**config.mk**
```make
export PLATFORM = sky130hd
export DESIGN_NAME = bfsk_queue
export DESIGN_NICKNAME = d
export VERILOG_FILES = /design/src/hdl/bfsk_pkg.sv /design/src/hdl/bfsk_queue.sv
export SDC_FILE = /design/constraint.sdc
export NUM_CORES = 1
export LEC_CHECK = 0
export BUFFER_PORTS_ARGS = -buffer_cell sky130_fd_sc_hd__buf_2
export CAP_MARGIN = 20
export CORE_AREA = 2 2 228 230
export CTS_BUF_LIST = sky130_fd_sc_hd__clkbuf_8
export CTS_CLUSTER_SIZE = 28
export DETAILED_ROUTE_END_ITERATION = 12
export DIE_AREA = 0 0 230 232
export PLACE_DENSITY = 0.8
export SLEW_MARGIN = 5
export SYNTH_ARGS = -nofsm -noshare
export SYNTH_HDL_FRONTEND = slang
export SYNTH_SLANG_ARGS = --single-unit
export TNS_END_PERCENT = 50
```
**constraint.sdc**
```tcl
create_clock -name clk -period 16.7 [get_ports clk]
set_input_delay 3.34 -clock clk [delete_from_list [all_inputs] [get_ports clk]]
set_output_delay 3.34 -clock clk [all_outputs]
set_load 0.05 [all_outputs]
```
**src/hdl/bfsk_pkg.sv**
```systemverilog
// ----------------------------------------------------------------------------
// Bloom filter package
// Shared types and constants for the string-key Bloom filter engine.
// ----------------------------------------------------------------------------
`default_nettype none

package bfsk_pkg;

  localparam int unsigned STORE_BYTES_DEF = 8192;
  localparam int unsigned HASH_FUNCS_DEF = 9;
  localparam int unsigned MAX_KEY_LEN_DEF = 255;

  localparam logic [13:0] BYTES_RESET = 14'd8192;
  localparam logic [3:0] HCOUNT_RESET = 4'd7;

  localparam logic [0:0] REG_BYTES = 1'b0;
  localparam logic [0:0] REG_HCOUNT = 1'b1;

  localparam logic OP_INSERT = 1'b0;
  localparam logic OP_QUERY = 1'b1;

  localparam logic [31:0] JS_INIT = 32'd1315423911;
  localparam logic [31:0] DJB_INIT = 32'd5381;
  localparam logic [31:0] AP_INIT = 32'hAAAAAAAA;
  localparam logic [31:0] RS_MULT_INIT = 32'd63689;
  localparam logic [31:0] RS_MULT_STEP = 32'd378551;

  typedef struct packed {
    logic       opcode;
    logic [7:0] key_byte;
    logic [7:0] key_length;
    logic       last_byte;
  } bfsk_in_t;

  typedef struct packed {
    logic        found;
    logic        was_insert;
    logic [31:0] keys_inserted;
  } bfsk_out_t;

  typedef enum logic [2:0] {
    BK_IDLE,
    BK_DIV,
    BK_READ,
    BK_WAIT,
    BK_CHECK,
    BK_DONE
  } bk_state_t;

  function automatic logic [31:0] asr32(input logic [31:0] x, input int unsigned n);
    asr32 = 32'($signed(x) >>> n);
  endfunction

endpackage

`default_nettype wire

```
**src/hdl/bfsk_queue.sv**
```systemverilog
// ----------------------------------------------------------------------------
// Bloom filter key queue
// Two-entry queue of finished keys between the hash front end and the probe
// back end.
// ----------------------------------------------------------------------------
`default_nettype none

module bfsk_queue
  import bfsk_pkg::*;
#(
  parameter int unsigned WIDTH = 289
) (
  input  wire logic             clk,
  input  wire logic             rst,
  input  wire logic             push,
  input  wire logic [WIDTH-1:0] wdata,
  output logic                  full,
  input  wire logic             pop,
  output logic                  nonempty,
  output logic [WIDTH-1:0]      rdata
);

  logic [WIDTH-1:0] mem [2];
  logic             wp, rp;
  logic [1:0]       cnt;

  assign full = (cnt == 2'd2);
  assign nonempty = (cnt != 2'd0);
  assign rdata = mem[rp];

  always_ff @(posedge clk) begin
    if (push) mem[wp] <= wdata;
  end

  always_ff @(posedge clk) begin
    if (rst) begin
      wp <= 1'b0;
      rp <= 1'b0;
      cnt <= 2'd0;
    end else begin
      if (push) wp <= ~wp;
      if (pop) rp <= ~rp;
      cnt <= cnt + {1'b0, push} - {1'b0, pop};
    end
  end

endmodule

`default_nettype wire

```
======== Word level (Yosys, flattened, before mapping) ========
Memories as Yosys holds them, arrays and structs flattened. A register that Yosys moved wholly into a read port is not among the register bits.
Index checks and enable logic that the tools add are counted.
operators by class
  $add $sub $neg .......................... 2
  multiply operators ...................... 0
  divide/modulo/power cells ............... 0
  order comparisons ....................... 0
  equal/unequal tests ..................... 1
  shift operators ......................... 0
  mux-type cells .......................... 4
  bitwise logic cells ..................... 2
  reductions and logical operators ........ 1
operators with widths
  cell                                         number
  1-bit two-way mux                            4
  2-bit by 1-bit adder with 2-bit output       1
  2-bit == test, second input constant         1
  1-bit NOT                                    2
  2-bit nonzero test                           1
  2-bit by 1-bit subtractor with 2-bit output  1
word-level totals
  flip-flop bits (word level) ............. 4
  latch bits .............................. 0
  bits in writable memories ............... 578
  bits in read-only memories .............. 0
  word-level logic and storage cells ...... 14
  memories kept ........................... 1
memories
  name  words  width  rd ports  clocked after memory_dff  write ports  RTL line          text
  mem   2      289    1         1                         1            bfsk_queue.sv:23  logic [WIDTH-1:0] mem [2];

======== Depth between registers and ports, before layout ========
  depth in word-level cells ............... 3
  gate-level depth with buffers ........... 6
  depth with buffers taken out ............ 6

======== Least setup slack after synthesis ========
OpenSTA, ideal clock, no wires.
  path kind ............................... input to register
  start ................................... input port push
  end ..................................... memory mem[0][0] (enable)
  data arrival time ....................... 15765 ps
  required time ........................... 15720 ps
  setup slack ............................. -45 ps
  cell stages on the path ................. 1
  buffers on the path ..................... 0
  cell sequence ........................... nor2b_1
between the ends
  cells in the longest elaborated chain, start to end .. 2
RTL lines
  element                                  RTL line          text
  start: declaration                       bfsk_queue.sv:15  input wire logic push,
  1-bit two-way mux                        bfsk_queue.sv:32  if (push) mem[wp] <= wdata;
  1-bit two-way mux (not written as such)  bfsk_queue.sv:32
  end: declaration                         bfsk_queue.sv:23
Every way passes these cells.

==> flow_summary.toml <==
[floorplan]
row_count = 83
fp.dieH_um = 232
io-pin-count = 584
coreArea_um2 = 50900
start_util_pct = 43.0
die_w_um = 230
die_area_um2 = 53400

[synth]
synth-edff-count = 578
synth_top_cell_by_area = "edfxtp_1"
synthCells = 920
synth_flop_cell = "edfxtp_1"
yosys_warnings = 0
synth-seq-cells = 583
synthArstFlopShare_pct = 0
synth-seq-area-share_pct = 79.7
synth_nets = 1215
synth_most_common_cell = "edfxtp_1"
synthTopCellsByCount = "edfxtp_1, mux2_4, mux2_2, buf_6, buf_2"
synth_top_cell_area_share_pct = 79.3
avgSynthCellArea_um2 = 23.8
ys_types = 14
netlist_area_um2 = 21900
ys_top_cells_by_area = "edfxtp_1, mux2_4, mux2_2"

[grt]
top_usage_layer = "met2"
grt_first_pass_wirelength_um = 66000
grt_pass1_vias = 11683
use_met1_pct = 18.5
gr-usage-met3_pct = 5.50
grt.overflow.total = 0
antenna_found_initial = 8
use_met2_pct = 28.2
grt_use_total_pct = 16.4
grt_max_degree = 154

[setup_path]
r2r_start = "wp$_SDFFE_PP0P_"
worstPathMaxFanout = 68
worst_setup_path_end_kind = "output port"
max_stage_delay_ns = 0.99
cpMostUsedCell = "buf_4"
critPathLaunchType = "flip-flop"
r2r-end = "mem[0][132]$_DFFE_PP_"
cp.arrival_ns = 3.98
r2r_slack_ns = 13.65
crit_type = "reg2out"
slowest_stage = "dfxtp_4"
cp.required_ns = 13.36
reg2reg_depth = 3
path_cells = "buf_4, buf_4, mux2_4, buf_2"

[hold_path]
worstHoldStart = "rp$_SDFFE_PP0P_"
whs_path_depth = 2
hold_path_class = "reg2reg"

[clocking]
clockRootBuffer = "clkbuf_8"
cts_buffer_depth = 3
clk_latency_ns = 0.65
path_clk_slew_ns = 0.06
post_cts_buffers = 0
htreeDepth = 3
ctsHoldBuffers = 0
cts_resized = 0
tritoncts = "built"
cts_sinks = 583
cts_buffers = 91

[timing]
post-route-period-util_pct = 43.8
finalSetupTns_ns = 0
fin_skew_ns = 0.0160
maxSlewHeadroom_pct = 25.6
slew_viol_final = 0
tightest_slew_ns = 1.12
rsz0062_at_grt = "false"
final_hold_viol_count = 0
holdWs_ns = 0.566
setup_violations = 0
layout_min_cycle_time_ns = 7.32
clock.fmax_ghz = 0.137

[cells_and_area]
nNetsFinal = 1868
drive_gt1_share_pct = 60.9
area.growth.synth_to_final_pct = 24.0
nFillCells = 3950
multiInputGateArea_um2 = 4130
regArea_um2 = 17500
final_cell_area_um2 = 27100

[pwr]
p_leak_nw = 10.7
ir_worst_vdd_v = 0.0000902
powerDensity_nw_per_um2 = 128

[drt]
vias = 11128
antenna_left = 0
routed_wl_um = 45700
first_pass_iters = 4
drc = 0
wl_per_cell_um = 19.7
first_iter_violations = 588
vias_per_cell = 4.79

[flow_run]
maxCapViolCount = 0

[outcome]
status = "completed"

[place]
finalWeightedCongestion = 0.802
dpl-instance-area_um2 = 25500
port_buffers = 583
hpwl_um = 31600
## cell usage in the layout (no fill, tap or decap), drive strengths merged, types with 5 or more instances in the layout
master	synthesis	routed
edfxtp	578	578
clkinv	0	27
inv	2	29
diode	0	5
dfxtp	5	5
clkbuf	0	95
mux2	289	289
buf	32	592
## worst max-delay path: cells and delay by family, from the launching register on
family | cells | cell delay [ns]
mux | 1 | 0.36
buf+inv | 3 | 1.80
flops | 1 | 0.99
## logic make-up after synthesis
| group | count (synthesis) | synth area share [%] |
|---|---|---|
| and+or+nand+nor | 9 | 0.211 |
| buffers and inverters | 34 | 1.48 |
| xor gates and xnor gates | 3 | 0.183 |
| DFF | 583 | 79.7 |
| adders and majority gates | 2 | 0.114 |
| muxes | 289 | 18.3 |
## registers in the layout, summed over array words and instances, names as in the netlist, named ones only
register  cells
cnt           2
rp            1
wp            1
mem         578
## stage by stage
step	std cells	worst slack, ns	utilization (%)	total power [W]
final	2322	9.38	53.4	0.00348
after global routing	2318	9.15	53.3	0.00360
after CTS	2317	9.31	53.3	0.00352
after detailed placement	2160	10.07	50.0	0.00240
after global placement	2160	10.13	50.0	0.00239
after floorplan	920	5.40	-	0.00227
## layer usage
layer  vias up  share of wire [%]
met4         4                3.2
met5         -              0.077
li1       5003                  -
met2       478                 51
met3        87                8.5
met1      5556                 37
## worst max path at each step
stage | endpoint | cells past startpoint | slack (ns)
4_1_cts | rdata[147] | 4 | 9.31
6_report | rdata[132] | 4 | 9.38
2_1_floorplan | mem[0][0]$_DFFE_PP_ | 1 | 5.40
3_3_place_gp | rdata[251] | 4 | 10.13
5_1_grt | rdata[147] | 4 | 9.15
3_5_place_dp | rdata[147] | 4 | 10.07
## report_power, final
group	switching (W)	internal (W)	leakage [nW]
registers	0.0000283	0.00171	5.47
logic	0.000435	0.000194	4.24
clock network	0.000520	0.000587	0.943
## layout make-up
class / count / area share [%]
sequential: 583 / 64.3
antenna: 5 / 0.0461
multi-input combinational: 303 / 15.2
timing repair buffer: 592 / 11.1
tap: 680 / 3.13
inverter: 2 / 0.0277
clock buffer: 95 / 4.82
clock inverter: 62 / 1.38
No activity file was read; power rests on OpenSTA's default activity.
