## src/hdl/bfsk_pkg.sv

```systemverilog
// ----------------------------------------------------------------------------
// Bloom filter package
// Shared types and constants for the string-key Bloom filter engine.
// ----------------------------------------------------------------------------
`default_nettype none

package bfsk_pkg;

  localparam int unsigned STORE_BYTES_DEF = 8192;
  localparam int unsigned HASH_FUNCS_DEF = 9;
  localparam int unsigned MAX_KEY_LEN_DEF = 255;

  localparam logic [13:0] BYTES_RESET = 14'd8192;
  localparam logic [3:0] HCOUNT_RESET = 4'd7;

  localparam logic [0:0] REG_BYTES = 1'b0;
  localparam logic [0:0] REG_HCOUNT = 1'b1;

  localparam logic OP_INSERT = 1'b0;
  localparam logic OP_QUERY = 1'b1;

  localparam logic [31:0] JS_INIT = 32'd1315423911;
  localparam logic [31:0] DJB_INIT = 32'd5381;
  localparam logic [31:0] AP_INIT = 32'hAAAAAAAA;
  localparam logic [31:0] RS_MULT_INIT = 32'd63689;
  localparam logic [31:0] RS_MULT_STEP = 32'd378551;

  typedef struct packed {
    logic       opcode;
    logic [7:0] key_byte;
    logic [7:0] key_length;
    logic       last_byte;
  } bfsk_in_t;

  typedef struct packed {
    logic        found;
    logic        was_insert;
    logic [31:0] keys_inserted;
  } bfsk_out_t;

  typedef enum logic [2:0] {
    BK_IDLE,
    BK_DIV,
    BK_READ,
    BK_WAIT,
    BK_CHECK,
    BK_DONE
  } bk_state_t;

  function automatic logic [31:0] asr32(input logic [31:0] x, input int unsigned n);
    asr32 = 32'($signed(x) >>> n);
  endfunction

endpackage

`default_nettype wire

```

## src/hdl/bfsk_front.sv

```systemverilog
// ----------------------------------------------------------------------------
// Bloom filter hash front end
// Absorbs one key byte per accepted item into nine string hashes and, on the
// last byte, pushes the finished key (hashes and opcode) toward the back end.
// The two RS multiplications are split: the accumulator product is formed in
// the take step and the multiplier product in the phase step.
// ----------------------------------------------------------------------------
`default_nettype none

module bfsk_front
  import bfsk_pkg::*;
(
  input  wire logic             clk,
  input  wire logic             rst,
  input  wire logic             take,
  input  wire bfsk_in_t         item,
  output logic                  busy,
  output logic                  push,
  output logic [9*32-1:0]       hashes,
  output logic                  push_op,
  input  wire logic             q_full
);

  logic [31:0] h [9];
  logic [31:0] rs_mult;
  logic [7:0]  pos;
  logic        phase;
  logic [31:0] c_reg;
  logic        last_reg;
  logic        op_reg;
  logic        hold;

  logic [31:0] c;
  logic [31:0] h7s;
  logic [31:0] n [9];
  logic [31:0] t2, t3, p2, p3;

  assign c = {{24{item.key_byte[7]}}, item.key_byte};

  always_comb begin
    h7s = (pos == 8'd0) ? {24'd0, item.key_length} : h[7];
    n[0] = h[0];
    n[1] = h[1] ^ ((h[1] << 5) + c + asr32(h[1], 2));
    p2 = (h[2] << 4) + c;
    t2 = p2 & 32'hF0000000;
    n[2] = (t2 != 32'd0) ? ((p2 ^ asr32(t2, 24)) & 32'h0FFFFFFF) : p2;
    p3 = (h[3] << 4) + c;
    t3 = p3 & 32'hF0000000;
    n[3] = ((t3 != 32'd0) ? (p3 ^ asr32(t3, 24)) : p3) & ~t3;
    n[4] = (h[4] << 7) + (h[4] << 1) + h[4] + c;
    n[5] = c + (h[5] << 6) + (h[5] << 16) - h[5];
    n[6] = (h[6] << 5) + h[6] + c;
    n[7] = ((h7s << 5) ^ asr32(h7s, 27)) ^ c;
    if (pos[0] == 1'b0) begin
      n[8] = h[8] ^ ((h[8] << 7) ^ (c * asr32(h[8], 3)));
    end else begin
      n[8] = h[8] ^ ~(((h[8] << 11) + c) ^ asr32(h[8], 5));
    end
  end

  // Phase 1 finishes the RS update; hold waits for queue room on a last byte.
  assign busy = phase | hold;
  assign push = hold & ~q_full;
  assign push_op = op_reg;

  always_ff @(posedge clk) begin
    if (rst) begin
      phase <= 1'b0;
      hold <= 1'b0;
      pos <= 8'd0;
      rs_mult <= RS_MULT_INIT;
      h[0] <= 32'd0; h[1] <= JS_INIT; h[2] <= 32'd0; h[3] <= 32'd0;
      h[4] <= 32'd0; h[5] <= 32'd0; h[6] <= DJB_INIT; h[7] <= 32'd0;
      h[8] <= AP_INIT;
    end else if (take) begin
      for (int i = 1; i < 9; i++) h[i] <= n[i];
      h[0] <= h[0] * rs_mult;
      c_reg <= c;
      last_reg <= item.last_byte;
      op_reg <= item.opcode;
      pos <= pos + 8'd1;
      phase <= 1'b1;
    end else if (phase) begin
      h[0] <= h[0] + c_reg;
      rs_mult <= rs_mult * RS_MULT_STEP;
      phase <= 1'b0;
      hold <= last_reg;
    end else if (push) begin
      hold <= 1'b0;
      pos <= 8'd0;
      rs_mult <= RS_MULT_INIT;
      h[0] <= 32'd0; h[1] <= JS_INIT; h[2] <= 32'd0; h[3] <= 32'd0;
      h[4] <= 32'd0; h[5] <= 32'd0; h[6] <= DJB_INIT; h[7] <= 32'd0;
      h[8] <= AP_INIT;
    end
  end

  always_comb begin
    for (int i = 0; i < 9; i++) hashes[i*32 +: 32] = h[i];
  end

endmodule

`default_nettype wire

```

## config.mk

```make
export PLATFORM = sky130hd
export DESIGN_NAME = bfsk_front
export DESIGN_NICKNAME = d
export VERILOG_FILES = /design/src/hdl/bfsk_pkg.sv /design/src/hdl/bfsk_front.sv
export SDC_FILE = /design/constraint.sdc
export NUM_CORES = 2
export LEC_CHECK = 0
export ABC_CLOCK_PERIOD_IN_PS = 21500
export CORE_MARGIN = 1
export CORE_UTILIZATION = 43
export CTS_BUF_LIST = sky130_fd_sc_hd__clkbuf_2 sky130_fd_sc_hd__clkbuf_4 sky130_fd_sc_hd__clkbuf_8
export CTS_CLUSTER_DIAMETER = 50
export DETAILED_ROUTE_END_ITERATION = 6
export DONT_BUFFER_PORTS = 1
export MAX_ROUTING_LAYER = met4
export SKIP_CTS_REPAIR_TIMING = 1
export SLEW_MARGIN = 20
export SYNTH_ARGS = -nofsm -noshare
export SYNTH_HDL_FRONTEND = slang
export SYNTH_SLANG_ARGS = --single-unit
```

## constraint.sdc

```tcl
create_clock -name clk -period 21.5 [get_ports clk]
set_clock_uncertainty 0.15 [all_clocks]
set_input_delay 2.15 -clock clk [delete_from_list [all_inputs] [get_ports clk]]
set_output_delay 2.15 -clock clk [all_outputs]
set_load 0.03 [all_outputs]
```

# == Yosys cells after proc, flatten, opt, wreduce, memory -nomap -nowiden ==
# Memories as Yosys holds them, arrays and structs flattened.
# Index checks and enable logic that the tools add are counted.
# classes
n_addsub,15
mul,3
div,0
order_cmp,0
eq_ne,1
shifts,0
muxes,44
bitwise,36
reduce_logical,8
# ops
cell,count
$mux 32,25
$add 32x32->32,13
$xor 32x32->32,8
$not 32->32,2
$reduce_bool 32->1,2
$and 32x32->32,1
$mul 32x19->32 const B,1
$mul 32x32->32,1
$mul 8x29->32,1
$sub 32x32->32,1
$xor 28x28->28,1
$mux 8,3
$or 1x1->1,20
$mux 1,16
$add 8x1->8 const B,1
$logic_not 8->1,1
$reduce_and 2->1,3
$reduce_bool 2->1,2
$not 1->1,3
$ne 2x2->1 const B,1
$and 1x1->1,1
# totals
reg_bits,52
latchBits,0
ramBits,288
romBits,0
in_bits,22
out_inout_bits,291
word_cells,115
mem_count,1
# mem_list
memory,words,width,read_ports,rd_clocked_by_memory_dff,write_ports,line,source
h,9,32,9,0,9,bfsk_front.sv:24,logic [31:0] h [9];

# == Depth between registers and ports, before layout ==
# logic_depth
ltp_word,8
mapped_depth,27
ltp_nobuf,25

# == Worst setup path before layout ==
# No wires, ideal clock.
# synth_timing
kind,in2reg
startpoint,in q_full
endpoint,"mem h[3][4], in the netlist h[0][100] (enable)"
setup_ps,1105
t_arrival_ps,17670
required_time_ps,20245
path_slack_ps,2576
cell_stages,2
n_path_buf,0
cell_sequence,nand2b_1 o21ai_0
# synth_rtl
element,line,source
start: declaration,bfsk_front.sv:21,input wire logic q_full
end: declaration,bfsk_front.sv:24,

==> impl_results.md <==
* Min Tclk post-route at roughly 8100 ps
* Status: complete, no violations
* Die W at 376 um
* Setup violations, final at 0
* Final hold slack at between 300 and 400 ps
* Cell variety after synth at 96
* Worst-margin pin slew at 1160 ps
* Final hold vios at 0
* Area grow syn2layout at 6.83%
* Register area at 9670 sq um
* Most frequent cells in the layout: 1050 x inv_1, 916 x fa_1, 611 x ha_1, 471 x nand2_1, 458 x and2_1
* Placer Congestion at between 0.9 and 1
* Mean post-synth cell area at between 9 and 10 sq um
* Max reg flops at around 280
* Flops & latches, synth at 336
* Initial antenna violation count at 4
* Met3 Usage GRT at just under 6%
* Starting Density at between 40% and 50%
* Crit path max-delay cell type: edfxtp_1
* Yosys warnings at 0
* Multi-input gate area at about 46000 sq um
* I/O pins at between 300 and 400
* Post-Syn Area at between 60000 and 70000 sq um
* Largest register by flop count: h
* Detailed-route wire length at around 170 mm
* Vias per cell at ~5.4
* CP cell instances: nand2_1 -> fa_1 -> fa_1 -> fa_1 -> fa_1 -> inv_1 -> fa_1 -> fa_1 -> fa_1 -> fa_1 -> ha_1 -> and3_1 -> a221o_1 -> a21o_1 -> a21oi_1 -> nand4_1 -> and3_1 -> a311oi_1 -> xnor2_1 -> o22ai_1
* Crit end category: register
* CTS tree: yes
* Row cnt at ~140
* Worst EP arrival at roughly 8400 ps
* Initial DRT Pass Iterations at 6
* Max-Slew Margin vs Limit at roughly 23%
* Clock-pin transition on the worst setup and hold timing paths at approximately 60 ps
* Num CTS Buffers at 84
* DRC viols at 0
* Largest net degree at the start of global routing at 210
* Seq/Total Area, Yosys at 16.1%
* Global route hottest layer: met2
* Total congestion overflow at 0
* Fmax at 123 MHz
* CP dominant cell by count: fa_1
* CP Launch Type: register
* Fillers at ~13000
* Max incr delay on CP at 1040 ps
* Post-Syn Instances at 6328
* Final period util at 37.8%
* Die Ht at 376 um
* Remaining antenna violation count after routing at 0
* Met2 Use GR at 42.6%
* GR met1 Demand/Resource at 31.5%
* Post-synth EDFFs at just under 300
* Placed wire-length estimate at 133 mm
* Critical Path RT at approximately 22000 ps
* Root buffer cell: clkbuf_8
* Synth async-reset ratio at 0%
* Pins Over Slew Limit at 0
* Initial DRC Count at roughly 2800
* # nets final at a little under 8000
* Number of port buffers at 0
* TNS Setup at 0 ps
* Mean routed wirelength per cell at between 20 and 25 um
* CTS Sinks at around 340
* Commonest non-fill, non-tap cell in the layout: inv_1
* Vias in the first global route at roughly 47000
* CTS H-Tree Depth at 3
* Worst-Skew Late Latency at approximately 780 ps
* Ys flop type: edfxtp_1
* Max-Cap Viols at 0
* WS Path Type: register to register
* Total core area at between 100000 and 150000 sq um
* Global-route wire length before repair at about 270 mm
* Vias at 44585
* Unrepaired setup endpoints after global routing: false
* Crit-path max FO at 17
* CTS max path bufs at 3
* Largest registers: h (284), rs_mult (32)
* Hold Crit Class: register to register
* Share of cells above drive strength 1 at under 10%
* Full die area at around 140000 sq um
* GRT Total Usage at approximately a quarter
* R2R Setup Slk at 13380 ps
-- logic make-up (layout without fill, tap and decap cells) --
group                    after synthesis  count (layout)  synth area share [%]
AO/OA/AOI/OAI                        967             967                  10.6
XOR/XNOR                             500             500                  7.35
adder cells (fa/ha/maj)             1527            1527                  43.3
buffers and inverters               1280            1276                  8.06
flip-flops                           336             336                  16.1
multiplexers                          27              27                 0.455
other                                  1               9               0.00625
AND/OR/NAND/NOR                     1690            1690                  14.1
-- synthesized netlist by cell type, types with 70 or more instances --
cell type	count	area (sq um)
and2_1	458	2870
nand3_1	73	365
edfxtp_1	294	8830
nor3_1	70	350
a21oi_1	249	1250
nand2_1	472	1770
o21ai_0	204	1020
xor2_1	128	1120
nor2_1	342	1280
a21o_1	98	736
xnor2_1	370	3240
inv_1	1050	3940
fa_1	916	18300
clkbuf_1	206	773
ha_1	611	7640
-- path summary, 6_finish.rpt --
path	from	end	depth (start not counted)
max	h[0][17]	h[0][31]	20
min	last_reg	hold	1
max reg2reg	h[0][17]	h[0][31]	20
min reg2reg	last_reg	hold	1
-- routing by layer --
layer	share of wire, %	vias to the layer above
met5	0	-
met4	2.9	0
met3	7.6	243
met2	48	1270
met1	41	22587
li1	-	20485
-- per-stage QoR --
stage | instance area, sq um | util [%] | setup WS (ps) | cells
final | 64100 | 46.5 | 13380 | 8195
after detailed placement | 62000 | 44.9 | 13210 | 8033
after global routing | 64100 | 46.5 | 13120 | 8194
after CTS | 64100 | 46.4 | 13270 | 8189
after floorplan | 60000 | - | 2580 | 6332
after global placement | 62000 | 44.9 | 13230 | 8033
-- cell type report --
| class | instances | share of cell area [%] |
|---|---|---|
| antenna | 4 | 0.0156 |
| timing repair buffer | 66 | 0.816 |
| clock inverter | 56 | 1.16 |
| clock buffer | 100 | 2.03 |
| sequential | 336 | 15.1 |
| multi-input combinational | 4716 | 71.1 |
| inverter | 1054 | 6.18 |
| tap | 1863 | 3.64 |
-- worst max-delay path, delay by kind of cell, from the launching register on --
kind	cells	cell delay, ps
flops	1	1040
buf+inv	1	50
simple gates	4	810
xor+xnor	1	160
compound gates	5	1150
fa+ha+maj	9	4450
Power is left out: the tool's default activity adds up to more than one toggle a clock period on the data nets, which glitch-free logic cannot reach.
